<file path="src/sv/npc_pkg.sv">
// ----------------------------------------------------------------------------
// Nearest point in corridor: shared package
// Field widths, register indexes, reset values and the product-stage bundle.
// ----------------------------------------------------------------------------
package npc_pkg;

   localparam int COORD_W      = 16;
   localparam int DIR_W        = 16;
   localparam int HALF_WIDTH_W = 14;
   localparam int RADIUS_W     = 10;
   localparam int CSR_INDEX_W  = 8;
   localparam int CSR_DATA_W   = 16;
   localparam int PROD_W       = 2 * COORD_W;
   localparam int SQ_W         = 2 * COORD_W - 1;
   localparam int FRAC_BITS    = 14;

   localparam logic [CSR_INDEX_W-1:0] CSR_DIR_COS      = 8'd0;
   localparam logic [CSR_INDEX_W-1:0] CSR_DIR_SIN      = 8'd1;
   localparam logic [CSR_INDEX_W-1:0] CSR_HALF_WIDTH   = 8'd2;
   localparam logic [CSR_INDEX_W-1:0] CSR_ROBOT_RADIUS = 8'd3;

   localparam logic signed [DIR_W-1:0]   DIR_COS_RESET      = 16'sd16384;
   localparam logic signed [DIR_W-1:0]   DIR_SIN_RESET      = 16'sd0;
   localparam logic [HALF_WIDTH_W-1:0]   HALF_WIDTH_RESET   = 14'd0;
   localparam logic [RADIUS_W-1:0]       ROBOT_RADIUS_RESET = 10'd300;

   // One point after the multiplier stage.
   typedef struct packed {
      logic                      point_valid;
      logic                      last_point;
      logic signed [COORD_W-1:0] x;
      logic signed [COORD_W-1:0] y;
      logic signed [PROD_W-1:0]  x_cos;
      logic signed [PROD_W-1:0]  y_sin;
      logic signed [PROD_W-1:0]  y_cos;
      logic signed [PROD_W-1:0]  x_sin;
      logic [SQ_W-1:0]           x_sq;
      logic [SQ_W-1:0]           y_sq;
   } prod_type;

endpackage

</file>
<file path="src/sv/npc_prod.sv">
// ----------------------------------------------------------------------------
// Nearest point in corridor: multiplier stage
// Forms the four rotation products and both squares of one point.
// ----------------------------------------------------------------------------
module npc_prod (
   input  logic                              clock,
   input  logic                              reset,
   input  logic                              in_valid,
   input  logic                              in_point_valid,
   input  logic                              in_last_point,
   input  logic signed [npc_pkg::COORD_W-1:0] in_x,
   input  logic signed [npc_pkg::COORD_W-1:0] in_y,
   input  logic signed [npc_pkg::DIR_W-1:0]   dir_cos,
   input  logic signed [npc_pkg::DIR_W-1:0]   dir_sin,
   input  logic                              take,
   output logic                              in_ready,
   output logic                              prod_valid,
   output npc_pkg::prod_type                 prod
);
   import npc_pkg::*;

   logic                     prod_valid_ff;
   logic                     prod_valid_in;
   prod_type                 prod_ff;
   prod_type                 prod_in;
   logic signed [PROD_W-1:0] x_sq_full;
   logic signed [PROD_W-1:0] y_sq_full;

   // The stage may load when it is empty or its point is consumed this cycle.
   assign in_ready = !prod_valid_ff || take;

   always_comb begin
      x_sq_full           = in_x * in_x;
      y_sq_full           = in_y * in_y;
      prod_in.point_valid = in_point_valid;
      prod_in.last_point  = in_last_point;
      prod_in.x           = in_x;
      prod_in.y           = in_y;
      prod_in.x_cos       = in_x * dir_cos;
      prod_in.y_sin       = in_y * dir_sin;
      prod_in.y_cos       = in_y * dir_cos;
      prod_in.x_sin       = in_x * dir_sin;
      prod_in.x_sq        = x_sq_full[SQ_W-1:0];
      prod_in.y_sq        = y_sq_full[SQ_W-1:0];
      prod_valid_in       = in_ready ? in_valid : prod_valid_ff;
   end

   always_ff @(posedge clock) begin
      if (reset) begin
         prod_valid_ff <= 1'b0;
      end else begin
         prod_valid_ff <= prod_valid_in;
      end
      if (in_ready && in_valid) begin
         prod_ff <= prod_in;
      end
   end

   assign prod_valid = prod_valid_ff;
   assign prod       = prod_ff;

endmodule

</file>
<file path="src/sv/npc_pick.sv">
// ----------------------------------------------------------------------------
// Nearest point in corridor: corridor test and running minimum
// Qualifies each point, keeps the nearest one and registers the scan result.
// ----------------------------------------------------------------------------
module npc_pick (
   input  logic                                    clock,
   input  logic                                    reset,
   input  logic                                    prod_valid,
   input  npc_pkg::prod_type                       prod,
   input  logic [npc_pkg::HALF_WIDTH_W-1:0]        half_width,
   input  logic [npc_pkg::RADIUS_W-1:0]            robot_radius,
   output logic                                    take,
   output logic                                    rsp_tvalid,
   input  logic                                    rsp_tready,
   output logic [2*npc_pkg::COORD_W-1:0]           rsp_tdata,
   output logic                                    rsp_tuser
);
   import npc_pkg::*;

   localparam int SUM_W   = PROD_W + 1;
   localparam int MARGIN_W = HALF_WIDTH_W + 1;
   localparam int LIMIT_W = MARGIN_W + FRAC_BITS;

   logic                      have_best_ff, have_best_in;
   logic [PROD_W-1:0]         best_dist_ff, best_dist_in;
   logic signed [COORD_W-1:0] best_x_ff, best_x_in;
   logic signed [COORD_W-1:0] best_y_ff, best_y_in;

   logic                      rsp_valid_ff, rsp_valid_in;
   logic                      found_ff, found_in;
   logic signed [COORD_W-1:0] closest_x_ff, closest_x_in;
   logic signed [COORD_W-1:0] closest_y_ff, closest_y_in;

   logic signed [SUM_W-1:0]   along;
   logic signed [SUM_W-1:0]   lateral;
   logic signed [SUM_W-1:0]   lateral_abs;
   logic [MARGIN_W-1:0]       margin;
   logic [LIMIT_W-1:0]        limit;
   logic [PROD_W-1:0]         dist_sq;
   logic                      ahead;
   logic                      inside_lane;
   logic                      better;
   logic                      out_free;

   always_comb begin
      along       = SUM_W'(prod.x_cos) + SUM_W'(prod.y_sin);
      lateral     = SUM_W'(prod.y_cos) - SUM_W'(prod.x_sin);
      lateral_abs = lateral[SUM_W-1] ? -lateral : lateral;
      margin      = MARGIN_W'(half_width) + MARGIN_W'(robot_radius);
      limit       = {margin, {FRAC_BITS{1'b0}}};
      dist_sq     = PROD_W'(prod.x_sq) + PROD_W'(prod.y_sq);
      ahead       = !along[SUM_W-1] && (along != '0);
      inside_lane = lateral_abs[PROD_W-1:0] < PROD_W'(limit);
      better      = prod.point_valid && ahead && inside_lane
                    && (!have_best_ff || dist_sq < best_dist_ff);

      // A closing point needs the result register; other points never wait.
      out_free = !rsp_valid_ff || rsp_tready;
      take     = prod_valid && (!prod.last_point || out_free);

      have_best_in = have_best_ff;
      best_dist_in = best_dist_ff;
      best_x_in    = best_x_ff;
      best_y_in    = best_y_ff;
      if (take && better) begin
         have_best_in = 1'b1;
         best_dist_in = dist_sq;
         best_x_in    = prod.x;
         best_y_in    = prod.y;
      end

      rsp_valid_in = rsp_valid_ff && !rsp_tready;
      found_in     = found_ff;
      closest_x_in = closest_x_ff;
      closest_y_in = closest_y_ff;
      if (take && prod.last_point) begin
         rsp_valid_in = 1'b1;
         found_in     = have_best_in;
         closest_x_in = have_best_in ? best_x_in : '0;
         closest_y_in = have_best_in ? best_y_in : '0;
         have_best_in = 1'b0;
         best_dist_in = '0;
         best_x_in    = '0;
         best_y_in    = '0;
      end
   end

   always_ff @(posedge clock) begin
      if (reset) begin
         have_best_ff <= 1'b0;
         best_dist_ff <= '0;
         best_x_ff    <= '0;
         best_y_ff    <= '0;
         rsp_valid_ff <= 1'b0;
      end else begin
         have_best_ff <= have_best_in;
         best_dist_ff <= best_dist_in;
         best_x_ff    <= best_x_in;
         best_y_ff    <= best_y_in;
         rsp_valid_ff <= rsp_valid_in;
      end
      found_ff     <= found_in;
      closest_x_ff <= closest_x_in;
      closest_y_ff <= closest_y_in;
   end

   assign rsp_tvalid = rsp_valid_ff;
   assign rsp_tdata  = {closest_y_ff, closest_x_ff};
   assign rsp_tuser  = found_ff;

endmodule

</file>
<file path="src/sv/nearest_point_in_corridor.sv">
// ----------------------------------------------------------------------------
// Nearest point in corridor
// Path: a closing word passes the input register, the multiplier register
// and the result register before its result word is on rsp_tvalid.
// Throughput: one input word per cycle, except while a closing word waits on
// an untaken result, which backs up the words behind it to the input.
// Reset (synchronous, active high) empties the pipeline, clears the running
// minimum and restores the corridor registers to their defaults.
// ----------------------------------------------------------------------------
module nearest_point_in_corridor (
   input  logic                                 clock,
   input  logic                                 reset,
   // Point stream.
   input  logic                                 req_tvalid,
   output logic                                 req_tready,
   input  logic [2*npc_pkg::COORD_W-1:0]        req_tdata,  // opp_x, opp_y
   input  logic                                 req_tuser,  // point_valid
   input  logic                                 req_tlast,  // last_point
   // Scan result stream.
   output logic                                 rsp_tvalid,
   input  logic                                 rsp_tready,
   output logic [2*npc_pkg::COORD_W-1:0]        rsp_tdata,  // closest_x, closest_y
   output logic                                 rsp_tuser,  // found
   // Register write port.
   input  logic                                 csr_valid,
   output logic                                 csr_ready,
   input  logic [npc_pkg::CSR_INDEX_W-1:0]      csr_index,
   input  logic [npc_pkg::CSR_DATA_W-1:0]       csr_data
);
   import npc_pkg::*;

   // Corridor registers. The user must write them only while the block is idle;
   // the block does not enforce it. It always accepts them, no pipeline interlock.
   logic signed [DIR_W-1:0]   dir_cos_ff, dir_cos_in;
   logic signed [DIR_W-1:0]   dir_sin_ff, dir_sin_in;
   logic [HALF_WIDTH_W-1:0]   half_width_ff, half_width_in;
   logic [RADIUS_W-1:0]       robot_radius_ff, robot_radius_in;

   // Input register holding one accepted word.
   logic                      in_valid_ff, in_valid_in;
   logic                      in_point_valid_ff;
   logic                      in_last_point_ff;
   logic signed [COORD_W-1:0] in_x_ff;
   logic signed [COORD_W-1:0] in_y_ff;

   logic                      prod_ready;
   logic                      prod_valid;
   prod_type                  prod;
   logic                      take;

   assign csr_ready = 1'b1;

   always_comb begin
      dir_cos_in      = dir_cos_ff;
      dir_sin_in      = dir_sin_ff;
      half_width_in   = half_width_ff;
      robot_radius_in = robot_radius_ff;
      if (csr_valid) begin
         case (csr_index)
            CSR_DIR_COS:      dir_cos_in      = csr_data;
            CSR_DIR_SIN:      dir_sin_in      = csr_data;
            CSR_HALF_WIDTH:   half_width_in   = csr_data[HALF_WIDTH_W-1:0];
            CSR_ROBOT_RADIUS: robot_radius_in = csr_data[RADIUS_W-1:0];
            default: begin
               // Indexes past the register list are dropped.
            end
         endcase
      end
   end

   // The input register frees up whenever its word moves into the multiplier
   // stage, so the stream flows at one word per cycle unless that stage stalls.
   assign req_tready  = !in_valid_ff || prod_ready;
   assign in_valid_in = req_tready ? req_tvalid : in_valid_ff;

   always_ff @(posedge clock) begin
      if (reset) begin
         dir_cos_ff      <= DIR_COS_RESET;
         dir_sin_ff      <= DIR_SIN_RESET;
         half_width_ff   <= HALF_WIDTH_RESET;
         robot_radius_ff <= ROBOT_RADIUS_RESET;
         in_valid_ff     <= 1'b0;
      end else begin
         dir_cos_ff      <= dir_cos_in;
         dir_sin_ff      <= dir_sin_in;
         half_width_ff   <= half_width_in;
         robot_radius_ff <= robot_radius_in;
         in_valid_ff     <= in_valid_in;
      end
      if (req_tvalid && req_tready) begin
         in_point_valid_ff <= req_tuser;
         in_last_point_ff  <= req_tlast;
         in_x_ff           <= req_tdata[COORD_W-1:0];
         in_y_ff           <= req_tdata[2*COORD_W-1:COORD_W];
      end
   end

   // Rotation products and squared coordinates, one point per cycle unless stalled.
   npc_prod u_prod (
      .clock          (clock),
      .reset          (reset),
      .in_valid       (in_valid_ff),
      .in_point_valid (in_point_valid_ff),
      .in_last_point  (in_last_point_ff),
      .in_x           (in_x_ff),
      .in_y           (in_y_ff),
      .dir_cos        (dir_cos_ff),
      .dir_sin        (dir_sin_ff),
      .take           (take),
      .in_ready       (prod_ready),
      .prod_valid     (prod_valid),
      .prod           (prod)
   );

   // Corridor test, running minimum and the result register.
   npc_pick u_pick (
      .clock        (clock),
      .reset        (reset),
      .prod_valid   (prod_valid),
      .prod         (prod),
      .half_width   (half_width_ff),
      .robot_radius (robot_radius_ff),
      .take         (take),
      .rsp_tvalid   (rsp_tvalid),
      .rsp_tready   (rsp_tready),
      .rsp_tdata    (rsp_tdata),
      .rsp_tuser    (rsp_tuser)
   );

endmodule

</file>
<file path="config.mk">
export PLATFORM = sky130hd
export DESIGN_NAME = nearest_point_in_corridor
export DESIGN_NICKNAME = d
export VERILOG_FILES = /design/src/sv/npc_pkg.sv /design/src/sv/npc_prod.sv /design/src/sv/npc_pick.sv /design/src/sv/nearest_point_in_corridor.sv
export SDC_FILE = /design/constraint.sdc
export NUM_CORES = 2
export LEC_CHECK = 0
export BUFFER_PORTS_ARGS = -buffer_cell sky130_fd_sc_hd__buf_2
export CAP_MARGIN = 40
export CORE_MARGIN = 2
export CORE_UTILIZATION = 60
export DETAILED_ROUTE_END_ITERATION = 10
export PLACE_DENSITY = 0.82
export SYNTH_ARGS = -nofsm -noshare
export SYNTH_HDL_FRONTEND = slang
export SYNTH_SLANG_ARGS = --single-unit
export TNS_END_PERCENT = 20
</file>
<file path="constraint.sdc">
create_clock -name clock -period 22.9 [get_ports clock]
set_clock_uncertainty 0.2 [all_clocks]
set_input_delay 2.29 -clock clock [delete_from_list [all_inputs] [get_ports clock]]
set_output_delay 2.29 -clock clock [all_outputs]
set_load 0.05 [all_outputs]
</file>
==> summary.txt <==
Status - complete, no violations
Clock tree sinks - 411
Drt wl/cell - 19.4 microns
Site Rows - 130
Hold Path End - u_pick.best_dist_ff[1]
Drt pass-1 iters - 6
Min-Delay Path Depth - 2
First-pass GRT wire length - 309 mm
Clock transition at path regs - 0.07 ns
Die area - 0.130 sq mm
# H-tree levels - 2
Register area - 0.0111 sq mm
Register area share after synthesis - 0.145
CTS Buffer Depth - 3
Clk Latency, worst-skew pair - 0.66 ns
Hold Crit Class - reg -> reg
Part of the cycle the worst path needs - 0.338
PD cells - 116 mW/mm^2
Slew @ Worst Pin - 1.15 ns
Layout Cells excl Fill - 9658
Final-report setup violation count - 0
Critical path fanouts, max - 63
Setup Total Neg Slack - 0 ns
Cells after DPL - 9563
Layout cells sized above 1 - 0.0399
EDFF count, synth - 287
Final Max Slew Viols - 0
Nets - 10200
HPWL after DPL - 146 mm
Yosys Warn Count - 0
Vias in the first global route - 60500
Die height - 361 microns
Compound-gate portion of the synthesized area - 0.0671
Minimum clock period - 7.73 ns
Multi-input logic area - 0.0568 sq mm
Mapped Area - 0.0763 sq mm
Largest family of logic cells by synthesized area - adder cells
Drt initial violations - 4050
Average via count per standard cell - 5.67
CTS buffer count - 48
Reg-to-Reg Start - u_prod.prod[63]
Worst setup SP type - flip-flop
Initial Util - 0.606
Post-DRT Antenna Nets - 0
Filler cells - 9825
Cells after Synth - 8062
Main synth FF type - edfxtp_1
Simple-Gate Fraction of Synth Area - 0.131
Unique cell type count in the Yosys netlist - 87
Yosys reg bits - 411
Die outline width - 361 microns
Grt ovf - 0
Placer Congestion - 0.925
I/O pins - 99
Crit Path Class - reg -> reg
Clk root buf - clkbuf_16
Postcts setup bufs - 0
Total GRT Usage - 0.299
Synth Area in Adders - 0.503
Post-Syn Nets - 10300
Syn Area/Cell - 9.47 sq um
Multiplexer area fraction after synthesis - 0.00728
Hold Buf Count CTS - 0
Total core area - 0.126 sq mm
Largest net degree at the start of global routing - 158
Final Hold Vio Count - 0
PortBufs - 97
Maximum VDD drop - 333 uV
Crit path DAT - 7.91 ns
Final wirelength - 187 mm
Synth Area in XOR/XNOR - 0.0337
Hold_sp - u_pick.best_dist_ff[1]
Unrepaired setup endpoints after global routing - false
Endpoint class of the critical path - flip-flop
Post-route DRC - 0
CP required - 23.08 ns
Area grow syn2layout - 4.81%
Max Fclk - 129 MHz
TritonCTS clock tree - yes
Flop2flop setup slack - 15.17 ns
Via Count - 54700
PostCTS Resize Cnt - 0
Worst slew margin - 0.232
Leakage power - 39.5 nW
Worst R2R Path Depth - 24
Reg-to-Reg End - u_pick.closest_x_ff[5]
Max-cap violations - 0
Asr flop ratio synth - 0
Initial antenna violation count - 10
-- how the worst max path moves through the flow --
stage	end	cells after the start	start
detailed placement	u_prod.prod[60]	26	in_x_ff[4]
finish	u_pick.closest_x_ff[5]	24	u_prod.prod[63]
floorplan	u_prod.prod[0]	3	rsp_tready
global placement	u_prod.prod[87]	24	in_x_ff[9]
CTS	u_prod.prod[60]	26	in_x_ff[4]
global route	u_pick.closest_x_ff[5]	24	u_prod.prod[63]
-- worst max-delay path: stages, from the launching register on --
cell and delay, ns:
edfxtp_1 0.42, inv_1 0.08, ha_1 0.22, nor2b_1 0.14, o31ai_1 0.42, a211o_1 0.30, a21oi_2 0.13, o41ai_1 0.61
xnor2_1 0.23, nor3_1 0.23, nand4b_1 0.14, or4b_1 0.56, or4_1 0.55, nor2_1 0.12, nor2_1 0.06, xnor2_1 0.13
ha_1 0.32, nand3b_1 0.23, a221oi_1 0.23, o211ai_1 0.13, nor4b_1 0.41, nand2_2 0.54, nor2_4 0.24, buf_4 0.59
o21ai_1 0.19
-- sequential cells by signal, indices dropped and copies added, names as in the netlist, 16 cells and up --
register,flops
in_y_ff,16
u_pick.closest_x_ff,16
dir_cos_ff,16
u_pick.closest_y_ff,16
u_pick.best_y_ff,16
dir_sin_ff,16
u_pick.best_x_ff,16
in_x_ff,16
u_prod.prod,220
u_pick.best_dist_ff,32
-- layer usage --
metal	wire length [microns]	track usage
met4	11900	0.164
met2	90200	0.506
met1	70900	0.368
met3	14300	0.0483
met5	21	0
-- cells by family after synthesis --
| logic type | count (synthesis) |
|---|---|
| adders and majority gates | 2160 |
| and+or+nand+nor | 2085 |
| muxes | 55 |
| buffers and inverters | 2248 |
| xor gates and xnor gates | 294 |
| other | 1 |
| AOI/OAI and AO/OA | 808 |
| DFF | 411 |
-- stage by stage --
stage	instance area (sq um)	total power [mW]	util	hold slack, ns	setup WS [ns]
floorplan	76300	6.79	-	0.200	9.66
global placement	78200	8.12	0.621	0.235	15.20
detailed placement	78300	8.39	0.622	0.241	15.26
CTS	80000	9.27	0.635	0.249	15.24
global route	80000	10.2	0.635	0.270	14.50
finish	80000	9.25	0.635	0.249	15.17
-- final cells by class --
class                      instances  share of cell area
clock buffer                      61              0.0167
sequential                       411               0.139
tap                             1650              0.0258
multi-input combinational       5403               0.710
antenna                            4            0.000125
inverter                        1921              0.0901
clock inverter                    29             0.00386
timing repair buffer             179              0.0149
-- cells in the final DEF, fill, tap and decap left out, types with 11 or more instances in the layout --
cell type / instances
inv_1: 1918
o31ai_1: 16
buf_2: 98
xnor2_1: 214
nor3_1: 68
or3_1: 16
buf_4: 74
o21a_1: 36
and3_1: 21
o21bai_1: 37
nand4_1: 47
or2_2: 18
o21ai_0: 136
a21boi_1: 32
xor2_1: 80
a21oi_1: 224
o21ai_1: 61
clkbuf_16: 51
nor2b_1: 51
a21o_1: 93
nand2b_1: 65
edfxtp_1: 287
a211oi_1: 22
dfxtp_2: 11
a31oi_1: 23
dfxtp_1: 113
nand2_1: 905
nand3_1: 76
and2_1: 467
nor3b_1: 13
o211ai_1: 19
fa_1: 1519
nor2_1: 272
mux2i_1: 51
ha_1: 641
nor4_1: 16
-- cell usage after synthesis (8+ instances only) --
library cell | n | area (sq um)
mux2i_1 | 51 | 510
a211oi_1 | 22 | 165
o21a_1 | 37 | 278
nor3b_1 | 14 | 105
a31oi_1 | 23 | 144
o31ai_1 | 16 | 120
xor2_1 | 80 | 701
nor3_1 | 68 | 340
or2_2 | 18 | 113
buf_2 | 18 | 90.1
dfxtp_1 | 124 | 2480
clkbuf_1 | 295 | 1110
and3_1 | 21 | 131
nand2b_1 | 65 | 407
fa_1 | 1519 | 30400
a211o_1 | 8 | 70.1
a21boi_0 | 9 | 67.6
nand3b_1 | 8 | 60.1
a21oi_1 | 225 | 1130
o21ai_0 | 136 | 681
o21ai_1 | 61 | 305
inv_1 | 1918 | 7200
and2_1 | 468 | 2930
or3_1 | 16 | 100
nor4_1 | 16 | 100
nor2b_1 | 52 | 325
xnor2_1 | 214 | 1870
nand3_1 | 76 | 380
nor2_1 | 274 | 1030
a311oi_1 | 8 | 70.1
edfxtp_1 | 287 | 8620
a21o_1 | 93 | 698
o211ai_1 | 19 | 143
a21boi_1 | 32 | 240
o21bai_1 | 37 | 278
ha_1 | 641 | 8020
nand2_1 | 905 | 3400
nand4_1 | 47 | 294
-- power by group --
group,internal (mW),switching [mW],leakage [nW]
combinational,3.10,4.02,35.0
sequential,1.26,0.0575,3.73
clock,0.464,0.350,0.808
total,4.82,4.43,39.5
Power figures use the tool's default switching activity.
